<file path="src/design/thrs_pkg.sv">
// Shared types and constants of the track hit region selector.
`default_nettype none
package thrs_pkg;

  localparam int KIND_W     = 2;
  localparam int REGION_W   = 3;
  localparam int STATION_W  = 2;
  localparam int LAYER_W    = 3;
  localparam int SECTOR_W   = 7;
  localparam int QUARTER_W  = 2;
  localparam int CFG_IDX_W  = 3;
  localparam int CFG_DATA_W = 8;
  localparam int MIN_W      = 8;
  localparam int TOTAL_W    = 8;
  localparam int SLOT_IDX_W = 6;

  localparam logic [KIND_W-1:0] KIND_INNER = 2'd0;
  localparam logic [KIND_W-1:0] KIND_OUTER = 2'd1;

  localparam logic [CFG_IDX_W-1:0] CFG_MIN_TOP    = 3'd0;
  localparam logic [CFG_IDX_W-1:0] CFG_MIN_BOTTOM = 3'd1;
  localparam logic [CFG_IDX_W-1:0] CFG_MIN_SIDE_A = 3'd2;
  localparam logic [CFG_IDX_W-1:0] CFG_MIN_SIDE_C = 3'd3;
  localparam logic [CFG_IDX_W-1:0] CFG_REQ_BOX    = 3'd4;
  localparam logic [CFG_IDX_W-1:0] CFG_REQ_MODULE = 3'd5;

  typedef struct packed {
    logic       last;
    logic       base;
    logic       inner;
    logic [1:0] region;
    logic       outer;
    logic       half;
    logic       check;
  } tally_ctl_t;

endpackage
`default_nettype wire

</file>
<file path="src/design/thrs_if.sv">
// Channel interfaces: hit input, result output and register write.
`default_nettype none
interface thrs_hit_if;
  logic                            valid;
  logic                            ready;
  logic [thrs_pkg::KIND_W-1:0]     hit_kind;
  logic [thrs_pkg::REGION_W-1:0]   inner_region;
  logic [thrs_pkg::STATION_W-1:0]  inner_station;
  logic [thrs_pkg::LAYER_W-1:0]    inner_layer;
  logic [thrs_pkg::SECTOR_W-1:0]   inner_sector;
  logic [thrs_pkg::QUARTER_W-1:0]  outer_quarter;
  logic                            last_hit;
  logic                            base_accept;

  modport source (
    output valid, hit_kind, inner_region, inner_station, inner_layer,
           inner_sector, outer_quarter, last_hit, base_accept,
    input  ready
  );
  modport sink (
    input  valid, hit_kind, inner_region, inner_station, inner_layer,
           inner_sector, outer_quarter, last_hit, base_accept,
    output ready
  );
endinterface

interface thrs_res_if;
  logic                          valid;
  logic                          ready;
  logic                          track_accepted;
  logic                          box_overlap;
  logic                          module_overlap;
  logic [thrs_pkg::TOTAL_W-1:0]  total_hits;

  modport source (
    output valid, track_accepted, box_overlap, module_overlap, total_hits,
    input  ready
  );
  modport sink (
    input  valid, track_accepted, box_overlap, module_overlap, total_hits,
    output ready
  );
endinterface

interface thrs_cfg_if;
  logic                             valid;
  logic                             ready;
  logic [thrs_pkg::CFG_IDX_W-1:0]   index;
  logic [thrs_pkg::CFG_DATA_W-1:0]  data;

  modport source (output valid, index, data, input ready);
  modport sink (input valid, index, data, output ready);
endinterface
`default_nettype wire

</file>
<file path="src/design/thrs_ram.sv">
// Generic single-write, single-read RAM with registered read data.
`default_nettype none
module thrs_ram #(
  parameter int WIDTH = 8,
  parameter int DEPTH = 16
) (
  input  wire logic                     clk,
  input  wire logic                     we,
  input  wire logic [$clog2(DEPTH)-1:0] waddr,
  input  wire logic [WIDTH-1:0]         wdata,
  input  wire logic                     re,
  input  wire logic [$clog2(DEPTH)-1:0] raddr,
  output logic      [WIDTH-1:0]         rdata
);

  logic [WIDTH-1:0] mem [DEPTH];

  always_ff @(posedge clk) begin
    if (we) begin
      mem[waddr] <= wdata;
    end
    if (re) begin
      rdata <= mem[raddr];
    end
  end

endmodule
`default_nettype wire

</file>
<file path="src/design/thrs_hit_stage.sv">
// Hit decode, per-slot seen flags and sector table access.
`default_nettype none
module thrs_hit_stage #(
  parameter int LAYER_SLOTS = 48,
  parameter int SECTOR_BITS = 7
) (
  input  wire logic              clk,
  input  wire logic              rst,
  thrs_hit_if.sink               hit,
  input  wire logic              hold,
  output logic                   s1_valid,
  output thrs_pkg::tally_ctl_t   s1_ctl,
  output logic [SECTOR_BITS-1:0] s1_sector,
  output logic [SECTOR_BITS-1:0] s1_stored
);

  localparam int AW = $clog2(LAYER_SLOTS);

  logic                                 accept;
  logic                                 is_inner;
  logic                                 geo_ok;
  logic                                 slot_ok;
  logic                                 slot;
  logic                                 was_seen;
  logic [1:0]                           region_idx;
  logic [thrs_pkg::SLOT_IDX_W-1:0]      idx;
  logic [AW-1:0]                        addr;
  logic [SECTOR_BITS-1:0]               sector;
  logic [LAYER_SLOTS-1:0]               seen;

  assign hit.ready = !hold;
  assign accept    = hit.valid && hit.ready;

  assign is_inner   = (hit.hit_kind == thrs_pkg::KIND_INNER) &&
                      (hit.inner_region >= 3'd1) && (hit.inner_region <= 3'd4);
  assign region_idx = 2'(hit.inner_region - 3'd1);
  assign geo_ok     = (hit.inner_station != 2'd0) &&
                      (hit.inner_layer >= 3'd1) && (hit.inner_layer <= 3'd4);
  assign idx        = {2'(hit.inner_station - 2'd1), 2'(hit.inner_layer - 3'd1),
                       region_idx};
  assign slot_ok    = {1'b0, idx} < 7'(LAYER_SLOTS);
  assign slot       = is_inner && geo_ok && slot_ok;
  assign addr       = idx[AW-1:0];
  assign was_seen   = seen[addr];
  assign sector     = SECTOR_BITS'(hit.inner_sector);

  thrs_ram #(
    .WIDTH (SECTOR_BITS),
    .DEPTH (LAYER_SLOTS)
  ) u_sector_ram (
    .clk   (clk),
    .we    (accept && slot && !was_seen),
    .waddr (addr),
    .wdata (sector),
    .re    (accept && slot && was_seen),
    .raddr (addr),
    .rdata (s1_stored)
  );

  always_ff @(posedge clk) begin
    if (rst) begin
      seen <= '0;
    end else if (accept) begin
      if (hit.last_hit) begin
        seen <= '0;
      end else if (slot) begin
        seen[addr] <= 1'b1;
      end
    end
  end

  always_ff @(posedge clk) begin
    if (rst) begin
      s1_valid <= 1'b0;
    end else if (!hold) begin
      s1_valid <= accept;
    end
  end

  always_ff @(posedge clk) begin
    if (accept) begin
      s1_ctl.last   <= hit.last_hit;
      s1_ctl.base   <= hit.base_accept;
      s1_ctl.inner  <= is_inner;
      s1_ctl.region <= region_idx;
      s1_ctl.outer  <= (hit.hit_kind == thrs_pkg::KIND_OUTER);
      s1_ctl.half   <= hit.outer_quarter[0];
      s1_ctl.check  <= slot && was_seen;
      s1_sector     <= sector;
    end
  end

endmodule
`default_nettype wire

</file>
<file path="src/design/thrs_tally.sv">
// Saturating hit counters, overlap flag and end-of-track snapshot.
`default_nettype none
module thrs_tally #(
  parameter int COUNT_BITS  = 8,
  parameter int SECTOR_BITS = 7
) (
  input  wire logic                       clk,
  input  wire logic                       rst,
  input  wire logic                       s1_valid,
  input  wire thrs_pkg::tally_ctl_t       s1_ctl,
  input  wire logic [SECTOR_BITS-1:0]     s1_sector,
  input  wire logic [SECTOR_BITS-1:0]     s1_stored,
  input  wire logic                       out_free,
  output logic                            hold,
  output logic                            s2_valid,
  output logic [3:0][COUNT_BITS-1:0]      s2_region,
  output logic [1:0][COUNT_BITS-1:0]      s2_half,
  output logic                            s2_overlap,
  output logic                            s2_base
);

  localparam logic [COUNT_BITS-1:0] COUNT_MAX = {COUNT_BITS{1'b1}};

  logic [3:0][COUNT_BITS-1:0] region_cnt;
  logic [3:0][COUNT_BITS-1:0] region_next;
  logic [1:0][COUNT_BITS-1:0] half_cnt;
  logic [1:0][COUNT_BITS-1:0] half_next;
  logic                       overlap;
  logic                       overlap_next;
  logic                       fire;

  assign hold = s1_valid && s1_ctl.last && s2_valid && !out_free;
  assign fire = s1_valid && !hold;

  always_comb begin
    region_next = region_cnt;
    half_next   = half_cnt;
    if (s1_ctl.inner && region_cnt[s1_ctl.region] != COUNT_MAX) begin
      region_next[s1_ctl.region] = region_cnt[s1_ctl.region] + COUNT_BITS'(1);
    end
    if (s1_ctl.outer && half_cnt[s1_ctl.half] != COUNT_MAX) begin
      half_next[s1_ctl.half] = half_cnt[s1_ctl.half] + COUNT_BITS'(1);
    end
    overlap_next = overlap || (s1_ctl.check && (s1_stored != s1_sector));
  end

  always_ff @(posedge clk) begin
    if (rst) begin
      region_cnt <= '0;
      half_cnt   <= '0;
      overlap    <= 1'b0;
    end else if (fire) begin
      if (s1_ctl.last) begin
        region_cnt <= '0;
        half_cnt   <= '0;
        overlap    <= 1'b0;
      end else begin
        region_cnt <= region_next;
        half_cnt   <= half_next;
        overlap    <= overlap_next;
      end
    end
  end

  always_ff @(posedge clk) begin
    if (rst) begin
      s2_valid <= 1'b0;
    end else if (fire && s1_ctl.last) begin
      s2_valid <= 1'b1;
    end else if (out_free) begin
      s2_valid <= 1'b0;
    end
  end

  always_ff @(posedge clk) begin
    if (fire && s1_ctl.last) begin
      s2_region  <= region_next;
      s2_half    <= half_next;
      s2_overlap <= overlap_next;
      s2_base    <= s1_ctl.base;
    end
  end

endmodule
`default_nettype wire

</file>
<file path="src/design/thrs_decide.sv">
// Selection registers and the registered track decision.
`default_nettype none
module thrs_decide #(
  parameter int COUNT_BITS = 8
) (
  input  wire logic                        clk,
  input  wire logic                        rst,
  thrs_cfg_if.sink                         cfg,
  thrs_res_if.source                       res,
  input  wire logic                        s2_valid,
  input  wire logic [3:0][COUNT_BITS-1:0]  s2_region,
  input  wire logic [1:0][COUNT_BITS-1:0]  s2_half,
  input  wire logic                        s2_overlap,
  input  wire logic                        s2_base,
  output logic                             out_free
);

  localparam int SW  = COUNT_BITS + 3;
  localparam int CW  = (COUNT_BITS > thrs_pkg::MIN_W) ? COUNT_BITS : thrs_pkg::MIN_W;
  localparam int SAT = (COUNT_BITS < thrs_pkg::TOTAL_W) ? (2 ** COUNT_BITS - 1) : 255;

  logic [thrs_pkg::MIN_W-1:0]   min_top;
  logic [thrs_pkg::MIN_W-1:0]   min_bottom;
  logic [thrs_pkg::MIN_W-1:0]   min_side_a;
  logic [thrs_pkg::MIN_W-1:0]   min_side_c;
  logic                         req_box;
  logic                         req_module;

  logic [SW-1:0]                sum;
  logic [5:0]                   nonzero;
  logic [2:0]                   nz_count;
  logic                         box;
  logic                         mins_ok;
  logic                         mode_ok;
  logic [thrs_pkg::TOTAL_W-1:0] total;

  assign cfg.ready = 1'b1;
  assign out_free  = !res.valid || res.ready;

  always_ff @(posedge clk) begin
    if (rst) begin
      min_top    <= '0;
      min_bottom <= '0;
      min_side_a <= '0;
      min_side_c <= '0;
      req_box    <= 1'b0;
      req_module <= 1'b0;
    end else if (cfg.valid) begin
      case (cfg.index)
        thrs_pkg::CFG_MIN_TOP:    min_top    <= cfg.data;
        thrs_pkg::CFG_MIN_BOTTOM: min_bottom <= cfg.data;
        thrs_pkg::CFG_MIN_SIDE_A: min_side_a <= cfg.data;
        thrs_pkg::CFG_MIN_SIDE_C: min_side_c <= cfg.data;
        thrs_pkg::CFG_REQ_BOX:    req_box    <= cfg.data[0];
        thrs_pkg::CFG_REQ_MODULE: req_module <= cfg.data[0];
        default: ;
      endcase
    end
  end

  always_comb begin
    sum = SW'(s2_region[0]) + SW'(s2_region[1]) + SW'(s2_region[2]) +
          SW'(s2_region[3]) + SW'(s2_half[0]) + SW'(s2_half[1]);
    nonzero = {s2_region[0] != '0, s2_region[1] != '0, s2_region[2] != '0,
               s2_region[3] != '0, s2_half[0] != '0, s2_half[1] != '0};
    nz_count = 3'($countones(nonzero));
    box      = nz_count >= 3'd2;
    total    = (sum > SW'(SAT)) ? thrs_pkg::TOTAL_W'(SAT) : thrs_pkg::TOTAL_W'(sum);
    mins_ok  = (CW'(s2_region[3]) >= CW'(min_top)) &&
               (CW'(s2_region[2]) >= CW'(min_bottom)) &&
               (CW'(s2_region[1]) >= CW'(min_side_a)) &&
               (CW'(s2_region[0]) >= CW'(min_side_c));
    mode_ok  = (req_box && box) || (req_module && s2_overlap) ||
               (!req_box && !req_module);
  end

  always_ff @(posedge clk) begin
    if (rst) begin
      res.valid <= 1'b0;
    end else if (out_free) begin
      res.valid <= s2_valid;
    end
  end

  always_ff @(posedge clk) begin
    if (out_free && s2_valid) begin
      res.track_accepted <= mins_ok && mode_ok && s2_base;
      res.box_overlap    <= box;
      res.module_overlap <= s2_overlap;
      res.total_hits     <= total;
    end
  end

endmodule
`default_nettype wire

</file>
<file path="src/design/track_hit_region_selector.sv">
// Top level of the track hit region selector.
//
//   port  role     beat
//   hit   sink     one hit of a track (kind, inner address, quarter, last, base)
//   res   source   one decision per track, after its last hit
//   cfg   sink     one selection register write (index, data)
//
// Takes one hit per cycle unless a stalled result holds the input. A decision
// leaves through the sector table read, counter snapshot and decision register.
// A stalled result stops the input once the next last hit reaches the
// counters; hits ahead of that last hit keep flowing.
// Reset clears counters, seen flags, valid flags and selection registers; sector table is not cleared.
`default_nettype none
module track_hit_region_selector #(
  parameter int LAYER_SLOTS = 48,
  parameter int SECTOR_BITS = 7,
  parameter int COUNT_BITS  = 8
) (
  input  wire logic  clk,
  input  wire logic  rst,
  thrs_hit_if.sink   hit,
  thrs_res_if.source res,
  thrs_cfg_if.sink   cfg
);

  logic                       hold;
  logic                       out_free;
  logic                       s1_valid;
  thrs_pkg::tally_ctl_t       s1_ctl;
  logic [SECTOR_BITS-1:0]     s1_sector;
  logic [SECTOR_BITS-1:0]     s1_stored;
  logic                       s2_valid;
  logic [3:0][COUNT_BITS-1:0] s2_region;
  logic [1:0][COUNT_BITS-1:0] s2_half;
  logic                       s2_overlap;
  logic                       s2_base;

  thrs_hit_stage #(
    .LAYER_SLOTS (LAYER_SLOTS),
    .SECTOR_BITS (SECTOR_BITS)
  ) u_hit_stage (
    .clk       (clk),
    .rst       (rst),
    .hit       (hit),
    .hold      (hold),
    .s1_valid  (s1_valid),
    .s1_ctl    (s1_ctl),
    .s1_sector (s1_sector),
    .s1_stored (s1_stored)
  );

  thrs_tally #(
    .COUNT_BITS  (COUNT_BITS),
    .SECTOR_BITS (SECTOR_BITS)
  ) u_tally (
    .clk        (clk),
    .rst        (rst),
    .s1_valid   (s1_valid),
    .s1_ctl     (s1_ctl),
    .s1_sector  (s1_sector),
    .s1_stored  (s1_stored),
    .out_free   (out_free),
    .hold       (hold),
    .s2_valid   (s2_valid),
    .s2_region  (s2_region),
    .s2_half    (s2_half),
    .s2_overlap (s2_overlap),
    .s2_base    (s2_base)
  );

  thrs_decide #(
    .COUNT_BITS (COUNT_BITS)
  ) u_decide (
    .clk        (clk),
    .rst        (rst),
    .cfg        (cfg),
    .res        (res),
    .s2_valid   (s2_valid),
    .s2_region  (s2_region),
    .s2_half    (s2_half),
    .s2_overlap (s2_overlap),
    .s2_base    (s2_base),
    .out_free   (out_free)
  );

endmodule
`default_nettype wire

</file>
<file path="src/flat_wrapper.sv">
// flat-port wrapper written by rule: the top's interface ports become plain ports
module track_hit_region_selector_flat 
#(
  parameter int LAYER_SLOTS = 48,
  parameter int SECTOR_BITS = 7,
  parameter int COUNT_BITS  = 8
)
  (clk, rst, hit_valid, hit_hit_kind, hit_inner_region, hit_inner_station, hit_inner_layer, hit_inner_sector, hit_outer_quarter, hit_last_hit, hit_base_accept, hit_ready, res_valid, res_track_accepted, res_box_overlap, res_module_overlap, res_total_hits, res_ready, cfg_valid, cfg_index, cfg_data, cfg_ready);
  thrs_hit_if hit_i ();
  thrs_res_if res_i ();
  thrs_cfg_if cfg_i ();
  input  wire logic clk;
  input  wire logic rst;
  input wire logic [$bits(hit_i.valid)-1:0] hit_valid;
  input wire logic [$bits(hit_i.hit_kind)-1:0] hit_hit_kind;
  input wire logic [$bits(hit_i.inner_region)-1:0] hit_inner_region;
  input wire logic [$bits(hit_i.inner_station)-1:0] hit_inner_station;
  input wire logic [$bits(hit_i.inner_layer)-1:0] hit_inner_layer;
  input wire logic [$bits(hit_i.inner_sector)-1:0] hit_inner_sector;
  input wire logic [$bits(hit_i.outer_quarter)-1:0] hit_outer_quarter;
  input wire logic [$bits(hit_i.last_hit)-1:0] hit_last_hit;
  input wire logic [$bits(hit_i.base_accept)-1:0] hit_base_accept;
  output wire logic [$bits(hit_i.ready)-1:0] hit_ready;
  output wire logic [$bits(res_i.valid)-1:0] res_valid;
  output wire logic [$bits(res_i.track_accepted)-1:0] res_track_accepted;
  output wire logic [$bits(res_i.box_overlap)-1:0] res_box_overlap;
  output wire logic [$bits(res_i.module_overlap)-1:0] res_module_overlap;
  output wire logic [$bits(res_i.total_hits)-1:0] res_total_hits;
  input wire logic [$bits(res_i.ready)-1:0] res_ready;
  input wire logic [$bits(cfg_i.valid)-1:0] cfg_valid;
  input wire logic [$bits(cfg_i.index)-1:0] cfg_index;
  input wire logic [$bits(cfg_i.data)-1:0] cfg_data;
  output wire logic [$bits(cfg_i.ready)-1:0] cfg_ready;
  assign hit_i.valid = hit_valid;
  assign hit_i.hit_kind = hit_hit_kind;
  assign hit_i.inner_region = hit_inner_region;
  assign hit_i.inner_station = hit_inner_station;
  assign hit_i.inner_layer = hit_inner_layer;
  assign hit_i.inner_sector = hit_inner_sector;
  assign hit_i.outer_quarter = hit_outer_quarter;
  assign hit_i.last_hit = hit_last_hit;
  assign hit_i.base_accept = hit_base_accept;
  assign hit_ready = hit_i.ready;
  assign res_valid = res_i.valid;
  assign res_track_accepted = res_i.track_accepted;
  assign res_box_overlap = res_i.box_overlap;
  assign res_module_overlap = res_i.module_overlap;
  assign res_total_hits = res_i.total_hits;
  assign res_i.ready = res_ready;
  assign cfg_i.valid = cfg_valid;
  assign cfg_i.index = cfg_index;
  assign cfg_i.data = cfg_data;
  assign cfg_ready = cfg_i.ready;
  track_hit_region_selector #(.LAYER_SLOTS(LAYER_SLOTS), .SECTOR_BITS(SECTOR_BITS), .COUNT_BITS(COUNT_BITS)) u_core (.clk(clk), .rst(rst), .hit(hit_i), .res(res_i), .cfg(cfg_i));
endmodule
</file>
<file path="config.mk">
export PLATFORM = sky130hd
export DESIGN_NAME = track_hit_region_selector_flat
export DESIGN_NICKNAME = d
export VERILOG_FILES = /design/src/design/thrs_pkg.sv /design/src/design/thrs_if.sv /design/src/design/thrs_ram.sv /design/src/design/thrs_hit_stage.sv /design/src/design/thrs_tally.sv /design/src/design/thrs_decide.sv /design/src/design/track_hit_region_selector.sv /design/src/flat_wrapper.sv
export SDC_FILE = /design/constraint.sdc
export NUM_CORES = 1
export LEC_CHECK = 0
export BUFFER_PORTS_ARGS = -buffer_cell sky130_fd_sc_hd__buf_2
export CAP_MARGIN = 25
export CORE_UTILIZATION = 40
export DETAILED_ROUTE_END_ITERATION = 16
export GPL_TIMING_DRIVEN = 0
export SLEW_MARGIN = 20
export SYNTH_ARGS = -nofsm -noshare
export SYNTH_HDL_FRONTEND = slang
export SYNTH_HIERARCHICAL = 1
export SYNTH_SLANG_ARGS = --single-unit
export TNS_END_PERCENT = 100
</file>
<file path="constraint.sdc">
create_clock -name clk -period 4 [get_ports clk]
set_input_delay 0.2 -clock clk [delete_from_list [all_inputs] [get_ports clk]]
set_output_delay 0.2 -clock clk [all_outputs]
set_load 0.05 [all_outputs]
</file>
==> impl_metrics.env, run 1 <==
export IMPL_status="completed"
export IMPL_drv_cap=0
export IMPL_dpl_instance_area_sq_um=26400
export IMPL_end_kind="register"
export IMPL_setup_tns_ps=0
export IMPL_synthCells=1910
export IMPL_rsz0062_at_grt="yes"
export IMPL_pin_count=51
export IMPL_power_density_nw_per_um2=444
export IMPL_rows=91
export IMPL_start_kind="input port"
export IMPL_use_met3_pct=2.37
export IMPL_whs_ps=28.9
export IMPL_hold_path_class="input port to register"
export IMPL_synthFlopType="edfxtp_1"
export IMPL_timing_final_ws_setup_ps=138
export IMPL_final_antenna_net_count=0
export IMPL_design_area_sq_um=28900
export IMPL_gp_congestion=0.933
export IMPL_dp_slack_ps=-791
export IMPL_num_vias=16000
export IMPL_ctsHtreeMaxLevel=2
export IMPL_chipHeight_microns=253
export IMPL_initial_core_util_pct=40.6
export IMPL_syn_area_sq_um=25100
export IMPL_worstHoldStart="cfg_index[2]"
export IMPL_r2r_cells=11
export IMPL_ys_ff_latch=553
export IMPL_hold_viol=0
export IMPL_yosysSeqAreaShare_pct=60.8
export IMPL_die_area_sq_um=63800
export IMPL_dp_hpwl_microns=42000
export IMPL_slew_viol_final=0
export IMPL_final_period_utilization_pct=96.6
export IMPL_clock_sinks=553
export IMPL_setup_viol=0
export IMPL_worstMarginPinSlew_ps=977
export IMPL_grt_pass1_vias=15900
export IMPL_clk_pin_slew_ps=70
export IMPL_rrSetupSlack_ps=140
export IMPL_synth_distinct_cells=90
export IMPL_cts_root_buf="clkbuf_16"
export IMPL_synth_async_reset_ratio_pct=0
export IMPL_clk_path_buf_depth=3
export IMPL_synth_fp_nets=2032
export IMPL_yosys_area_top_type="edfxtp_1"
export IMPL_core_sq_um=61800
export IMPL_cts_inserted_buffers=57
export IMPL_vias_per_cell=5.47
export IMPL_first_pass_iters=6
export IMPL_drt_iter0_markers=1446
export IMPL_fmax_ghz=0.259
export IMPL_yosys_top_cells_area="edfxtp_1, dfxtp_1, mux2i_1"
export IMPL_drc=0
export IMPL_grt_overflow=0
export IMPL_track_usage_pct=19.2
export IMPL_min_period_ps=3860
export IMPL_synth_top_area_share_pct=50.1
export IMPL_yosysWarnings=6
export IMPL_power_static_leakage_nw=10.0
export IMPL_routed_wirelength_microns=61200
export IMPL_diodes=0
export IMPL_crit_type="input port to register"
export IMPL_tritoncts="yes"
export IMPL_critPathArrivalTime_ps=4130
export IMPL_worst_path_max_fanout=10
export IMPL_gr_usage_met2_pct=32.2
export IMPL_syn_to_final_growth_pct=15.2
export IMPL_ir_drop_uv=370
export IMPL_rr_startpoint="u_core/u_tally/s2_region[3]$_DFFE_PP_"
export IMPL_clkLatencyLatePin_ps=630
export IMPL_post_route_cells_drive_above_1_share_pct=15.1
export IMPL_synth_edf_count=419
export IMPL_io_buffers=46
export IMPL_power_total_mw=12.8
export IMPL_skew_ps=61.7
export IMPL_finalNetCount=2164
export IMPL_busiest_layer="met2"
export IMPL_relSlewSlack_pct=34.9
export IMPL_met1_usage_pct=26.0
export IMPL_grt_max_degree=50
export IMPL_syn_area_per_cell_sq_um=13.1
export IMPL_cp_required_ps=4270
export IMPL_holdPathStages=5
export IMPL_dieWidth_microns=253
export IMPL_min_to="u_core/u_decide/req_box$_SDFFE_PP0P_"
export IMPL_r2r_end="u_core/u_decide/res.total_hits[6]$_SDFFCE_PN1P_"
export IMPL_antenna_found_initial=1
export IMPL_grt_pass1_wl_microns=93800
export IMPL_avgRoutedWirePerCell_microns=20.9
-- where the power goes --
part / total [mW] / leakage (nW) / switching [mW] / internal [mW]
Clock: 5.49 / 0.952 / 2.22 / 3.28
Sequential: 6.24 / 4.87 / 0.0272 / 6.21
Combinational: 1.10 / 4.19 / 0.694 / 0.404
Total: 12.8 / 10.0 / 2.94 / 9.89
-- kinds of logic after synthesis --
group / Yosys count / synth area share [%]
AO/OA/AOI/OAI: 350 / 9.91
XOR/XNOR: 29 / 1.01
adder cells (fa/ha/maj): 85 / 5.28
buffers and inverters: 221 / 4.10
flip-flops: 553 / 60.8
multiplexers: 182 / 9.72
other: 1 / 0.0149
AND/OR/NAND/NOR: 489 / 9.14
-- flip-flops by register name, indices dropped and copies added (netlist names), 7 cells and up --
signal / flops
u_core/u_decide/min_side_a: 8
u_core/u_tally/region_cnt: 32
u_core/u_hit_stage/s1_ctl: 8
u_core/u_decide/min_side_c: 8
u_core/u_decide/min_bottom: 8
u_core/u_tally/half_cnt: 16
u_core/u_tally/s2_region: 32
u_core/u_hit_stage/s1_sector: 7
u_core/u_hit_stage/u_sector_ram/rdata: 7
u_core/u_tally/s2_half: 16
u_core/u_decide/min_top: 8
u_core/u_decide/res.total_hits: 8
u_core/u_hit_stage/u_sector_ram/mem: 336
u_core/u_hit_stage/seen: 48
-- routing by layer --
metal | vias up | routed length, microns
met4 | 2 | 1380
li1 | 7419 | -
met2 | 491 | 29600
met5 | - | 11
met3 | 99 | 3200
met1 | 8003 | 27000
-- cell type report --
class | instances | area (sq um)
Clock buffer | 73 | 1560
Multi-Input combinational cell | 1136 | 9060
Inverter | 123 | 462
Clock inverter | 34 | 420
Buffer | 98 | 569
Sequential cell | 553 | 15300
Timing Repair Buffer | 73 | 527
Tap cell | 837 | 1050
Fill cell | 5474 | 32900
-- cells in the mapped netlist, drive strengths merged, types with 6 or more instances --
| library cell | instances |
|---|---|
| o41ai | 8 |
| a221oi | 15 |
| and4 | 6 |
| and3 | 9 |
| a22oi | 45 |
| or4 | 8 |
| mux4 | 44 |
| o22ai | 8 |
| fa | 35 |
| o221ai | 10 |
| nor2b | 13 |
| o31ai | 14 |
| ha | 50 |
| a31oi | 55 |
| nand2 | 166 |
| dfxtp | 134 |
| mux2 | 18 |
| nand4 | 9 |
| xnor2 | 12 |
| a22o | 15 |
| inv | 122 |
| nand3b | 19 |
| nor4 | 8 |
| xor2 | 17 |
| a21oi | 69 |
| nor3 | 14 |
| a211oi | 7 |
| and2 | 9 |
| nor2 | 166 |
| clkbuf | 49 |
| nand3 | 24 |
| mux2i | 120 |
| nand2b | 19 |
| o21ai | 51 |
| edfxtp | 419 |
| buf | 49 |
-- cells in the final DEF (no fill, tap or decap), types with 12 or more instances in the layout --
cell type	synthesis	layout
o21ai_0	43	43
mux2_2	16	16
a21oi_1	69	69
buf_2	21	67
edfxtp_1	419	419
nand3b_1	19	19
o31ai_1	13	13
dlygate4sd3_1	0	16
ha_1	50	49
fa_1	35	34
xor2_1	17	17
a22o_1	15	15
nor2_1	166	136
mux4_2	32	32
clkbuf_1	48	57
mux2i_1	120	120
nand3_1	24	23
mux4_1	12	12
inv_1	122	121
clkbuf_16	0	58
a22oi_1	45	45
nand2_1	166	162
a31oi_1	55	55
buf_4	10	16
dfxtp_1	134	134
xnor2_1	12	12
nor2_4	0	22
nand2b_1	19	18
-- how the worst max path moves through the flow --
stage	cells past startpoint	endpoint	slack, ps	startpoint
floorplan	13	u_core/u_decide/res.total_hits[5]$_SDFFCE_PN1P_	340	u_core/u_tally/s2_region[2]$_DFFE_PP_
global placement	13	u_core/u_hit_stage/u_sector_ram/mem[18][4]$_DFFE_PP_	-1090	hit_inner_region[0]
detailed placement	13	u_core/u_hit_stage/u_sector_ram/mem[41][1]$_DFFE_PP_	-790	hit_inner_region[0]
CTS	13	u_core/u_hit_stage/u_sector_ram/mem[20][5]$_DFFE_PP_	-120	hit_inner_region[0]
global route	12	u_core/u_hit_stage/u_sector_ram/mem[7][2]$_DFFE_PP_	-70	hit_inner_region[0]
finish	12	u_core/u_hit_stage/u_sector_ram/mem[2][3]$_DFFE_PP_	140	hit_inner_region[0]
-- stage by stage --
| step | cells | utilization, % |
|---|---|---|
| after detailed placement | 2795 | 42.7 |
| after global routing | 2927 | 46.8 |
| after floorplan | 1910 | - |
| after CTS | 2919 | 46.3 |
| after global placement | 2793 | 42.7 |
| final | 2927 | 46.8 |
-- worst max-delay path, cell delays in order --
cell	delay [ps]
buf_2	110
buf_4	190
inv_1	260
ha_1	510
buf_2	280
buf_2	280
mux2i_1	300
o221ai_1	140
o2111ai_1	400
and4_2	410
nand3_1	390
nor2_1	640
-- timing repair --
item                                    in CTS  in global routing
setup buffers                                1                  8
endpoints found under the setup margin      96                309
gates cloned                                 0                  0
hold buffers                                16                  0
pin swaps                                    0                  6
hold endpoints to repair                    41                  0
resized for setup                           13                 52
Power figures use the tool's default switching activity.
==> run 2: changes to the inputs <==
Settings changed: ABC_AREA set to 1.
Clock period 4 ns to 3.9 ns, I/O delays scaled along.
==> run 2 against run 1 <==
Register-to-register slack better by 40 ps; setup slack better by 38 ps; area after synthesis up 4.6%; power up 5.5%; clock power up 4%; global-route usage up 1.5 points; count of clock-buffer cells in the layout down 4; cell area up 4.4%; first-iteration DRC count down 7.7%.
==> impl_metrics.env, run 2 <==
export IMPL_routed_wirelength_microns=69500
export IMPL_power_total_mw=13.5
export IMPL_crit_type="register to register"
export IMPL_dieWidth_microns=258
export IMPL_drt_iter0_markers=1334
export IMPL_finalNetCount=2987
export IMPL_core_sq_um=64700
export IMPL_worst_path_max_fanout=8
export IMPL_top_register="u_core/u_hit_stage/u_sector_ram/mem"
export IMPL_syn_area_sq_um=26300
export IMPL_clockPowerShare_pct=42.0
export IMPL_ctsHtreeMaxLevel=2
export IMPL_final_cells=3771
export IMPL_combinationalPowerShare_pct=10.6
export IMPL_clkLatencyLatePin_ps=650
export IMPL_cts_inserted_buffers=59
export IMPL_diodes=0
export IMPL_design_area_sq_um=30200
export IMPL_yosysSeqAreaShare_pct=58.1
export IMPL_hold_path_class="input port to register"
export IMPL_grt_pass1_wl_microns=106000
export IMPL_synth_distinct_cells=49
export IMPL_final_period_utilization_pct=95.5
export IMPL_synth_fp_nets=2840
export IMPL_slowest_delay_ps=540
export IMPL_yosys_top_cells_area="edfxtp_1, nand2_1, dfxtp_1"
export IMPL_synth_edf_count=419
export IMPL_drc=0
export IMPL_power_static_leakage_nw=11.3
export IMPL_holdPathStages=4
export IMPL_setup_tns_ps=0
export IMPL_tritoncts="yes"
export IMPL_synthFlopType="edfxtp_1"
export IMPL_r2r_cells=16
export IMPL_swShare_pct=25.1
export IMPL_num_vias=19300
export IMPL_vias_per_cell=5.11
export IMPL_synth_adder_area_share_pct=5.05
export IMPL_start_kind="register"
export IMPL_synthCells=2718
export IMPL_end_kind="register"
export IMPL_syn_area_per_cell_sq_um=9.66
export IMPL_min_to="u_core/u_hit_stage/seen[45]$_SDFFE_PP0P_"
export IMPL_r2r_end="u_core/u_decide/res.total_hits[4]$_SDFFCE_PN1P_"
export IMPL_final_core_util_pct=46.7
export IMPL_yosysMostFrequentCell="nand2_1"
export IMPL_ys_ff_latch=553
export IMPL_clk_pin_slew_ps=60
export IMPL_io_buffers=48
export IMPL_die_area_sq_um=66700
export IMPL_synth_common_cells="nand2_1, edfxtp_1, nand3_1, inv_1, nor2_1"
export IMPL_p_int_mw=10.1
export IMPL_syn_to_final_growth_pct=15.0
export IMPL_synth_compound_gate_area_share_pct=6.35
export IMPL_drv_cap=0
export IMPL_synth_async_reset_ratio_pct=0
export IMPL_grt_pass1_vias=18800
export IMPL_ir_drop_uv=468
export IMPL_avgRoutedWirePerCell_microns=18.4
export IMPL_p_seq_share_pct=47.4
export IMPL_antenna_found_initial=0
export IMPL_pin_count=51
export IMPL_regArea_sq_um=15300
export IMPL_final_common_cell="nand2_1"
export IMPL_critPathArrivalTime_ps=4100
export IMPL_yosysWarnings=6
export IMPL_fillers=6091
export IMPL_clock_sinks=553
export IMPL_post_route_cells_drive_above_1_share_pct=11.8
export IMPL_dpl_cell_count=3626
export IMPL_setup_viol=0
export IMPL_cts_root_buf="clkbuf_16"
export IMPL_track_usage_pct=20.7
export IMPL_synth_xor_area_share_pct=0.734
export IMPL_dp_slack_ps=-1120
export IMPL_hold_viol=0
export IMPL_rr_startpoint="u_core/u_tally/s2_region[28]$_DFFE_PP_"
export IMPL_dpl_instance_area_sq_um=27700
export IMPL_path_cells="inv_1 -> fa_1 -> inv_1 -> fa_1 -> inv_1 -> fa_1 -> inv_1 -> ha_1 -> nand2_1 -> nand3_1 -> nand2_1 -> nand2_1 -> nand2_1 -> nand2_1 -> nor2_4 -> nand3_1"
export IMPL_grt_overflow=0
export IMPL_crit_slowest_cell="fa_1"
export IMPL_yosys_area_top_type="edfxtp_1"
export IMPL_rsz0062_at_grt="no"
export IMPL_whs_ps=53.6
export IMPL_slew_viol_final=0
export IMPL_gp_congestion=0.906
export IMPL_synthMuxAreaShare_pct=0
export IMPL_clk_path_buf_depth=3
export IMPL_min_period_ps=3720
export IMPL_yosys_area_share_simple_pct=22.8
export IMPL_worstHoldStart="hit_inner_layer[0]"
export IMPL_fmax_ghz=0.268
export IMPL_worstMarginPinSlew_ps=838
export IMPL_relSlewSlack_pct=43.9
export IMPL_final_antenna_net_count=0
export IMPL_power_switching_mw=3.40
export IMPL_reg_top3="u_core/u_hit_stage/u_sector_ram/mem: 336 flops, u_core/u_hit_stage/seen: 48 flops"
export IMPL_first_pass_iters=5
export IMPL_status="completed"
export IMPL_grt_max_degree=50
export IMPL_largest_reg_flops=336
export IMPL_rows=93
export IMPL_dp_hpwl_microns=50000
export IMPL_cp_required_ps=4280
export IMPL_skew_ps=60.8
export IMPL_chipHeight_microns=258
export IMPL_layout_common_cells="nand2_1, edfxtp_1, nand3_1, inv_1, nor2_1"
export IMPL_multiInputGateArea_sq_um=9310
export IMPL_synth_top_family_by_area="simple AND/OR/NAND/NOR gates"
export IMPL_power_density_nw_per_um2=448
export IMPL_rrSetupSlack_ps=180
export IMPL_crit_path_start="u_core/u_tally/s2_region[28]$_DFFE_PP_"
export IMPL_synth_top_area_share_pct=47.9
export IMPL_timing_final_ws_setup_ps=176
export IMPL_initial_core_util_pct=40.6
export IMPL_cp_common_cell="nand2_1"
## run 2: area by class of cell
class                   count  area share, %
multi-input cells        1770           30.8
inverters                 275           3.45
well taps                 855           3.54
flip-flops and latches    553           50.6
clock inverters            43           1.55
repair buffers             86           2.37
clock buffers              69           5.08
plain buffers             120           2.61
## run 2: routing by layer
layer  GRT usage (%)  share of wire (%)
met1            26.1                 42
met2            35.5                 48
met3            3.50                5.8
met4            7.71                3.3
met5               0                  0
## run 2: cell families after synthesis
logic type,count (synthesis)
flip-flops,553
adder cells (fa/ha/maj),85
XOR/XNOR,22
AO/OA/AOI/OAI,279
other,1
buffers and inverters,395
AND/OR/NAND/NOR,1383
## run 2: power groups by stage
stage	sequential, mW	clock, mW	combinational [mW]
2_1_floorplan	6.54	0	0.899
3_3_place_gp	6.54	0	1.36
3_5_place_dp	6.54	0	1.39
4_1_cts	6.41	5.81	1.42
5_1_grt	6.41	6.04	1.59
6_report	6.41	5.69	1.44
## run 2: worst max path at each step
stage	end	cells after the start
after floorplan	u_core/u_hit_stage/u_sector_ram/mem[29][0]$_DFFE_PP_	17
after global placement	u_core/u_hit_stage/u_sector_ram/mem[29][4]$_DFFE_PP_	18
after detailed placement	u_core/u_hit_stage/u_sector_ram/mem[30][5]$_DFFE_PP_	18
after CTS	u_core/u_hit_stage/u_sector_ram/mem[29][2]$_DFFE_PP_	18
after global routing	u_core/u_hit_stage/u_sector_ram/mem[45][5]$_DFFE_PP_	18
final	u_core/u_decide/res.total_hits[4]$_SDFFCE_PN1P_	16
## run 2: timing repair
action                     CTS  global route
setup endpoints to repair  280           167
hold buffers                23             2
gates resized for setup     33             5
hold endpoints to repair    40            25
setup buffers                3             0
## run 2: worst max-delay path: cells and delay by family (launching register included)
family / cells / cell delay, ps
and+or+nand+nor: 8 / 820
DFF: 1 / 450
adders and majority gates: 4 / 1930
buffers and inverters: 4 / 260
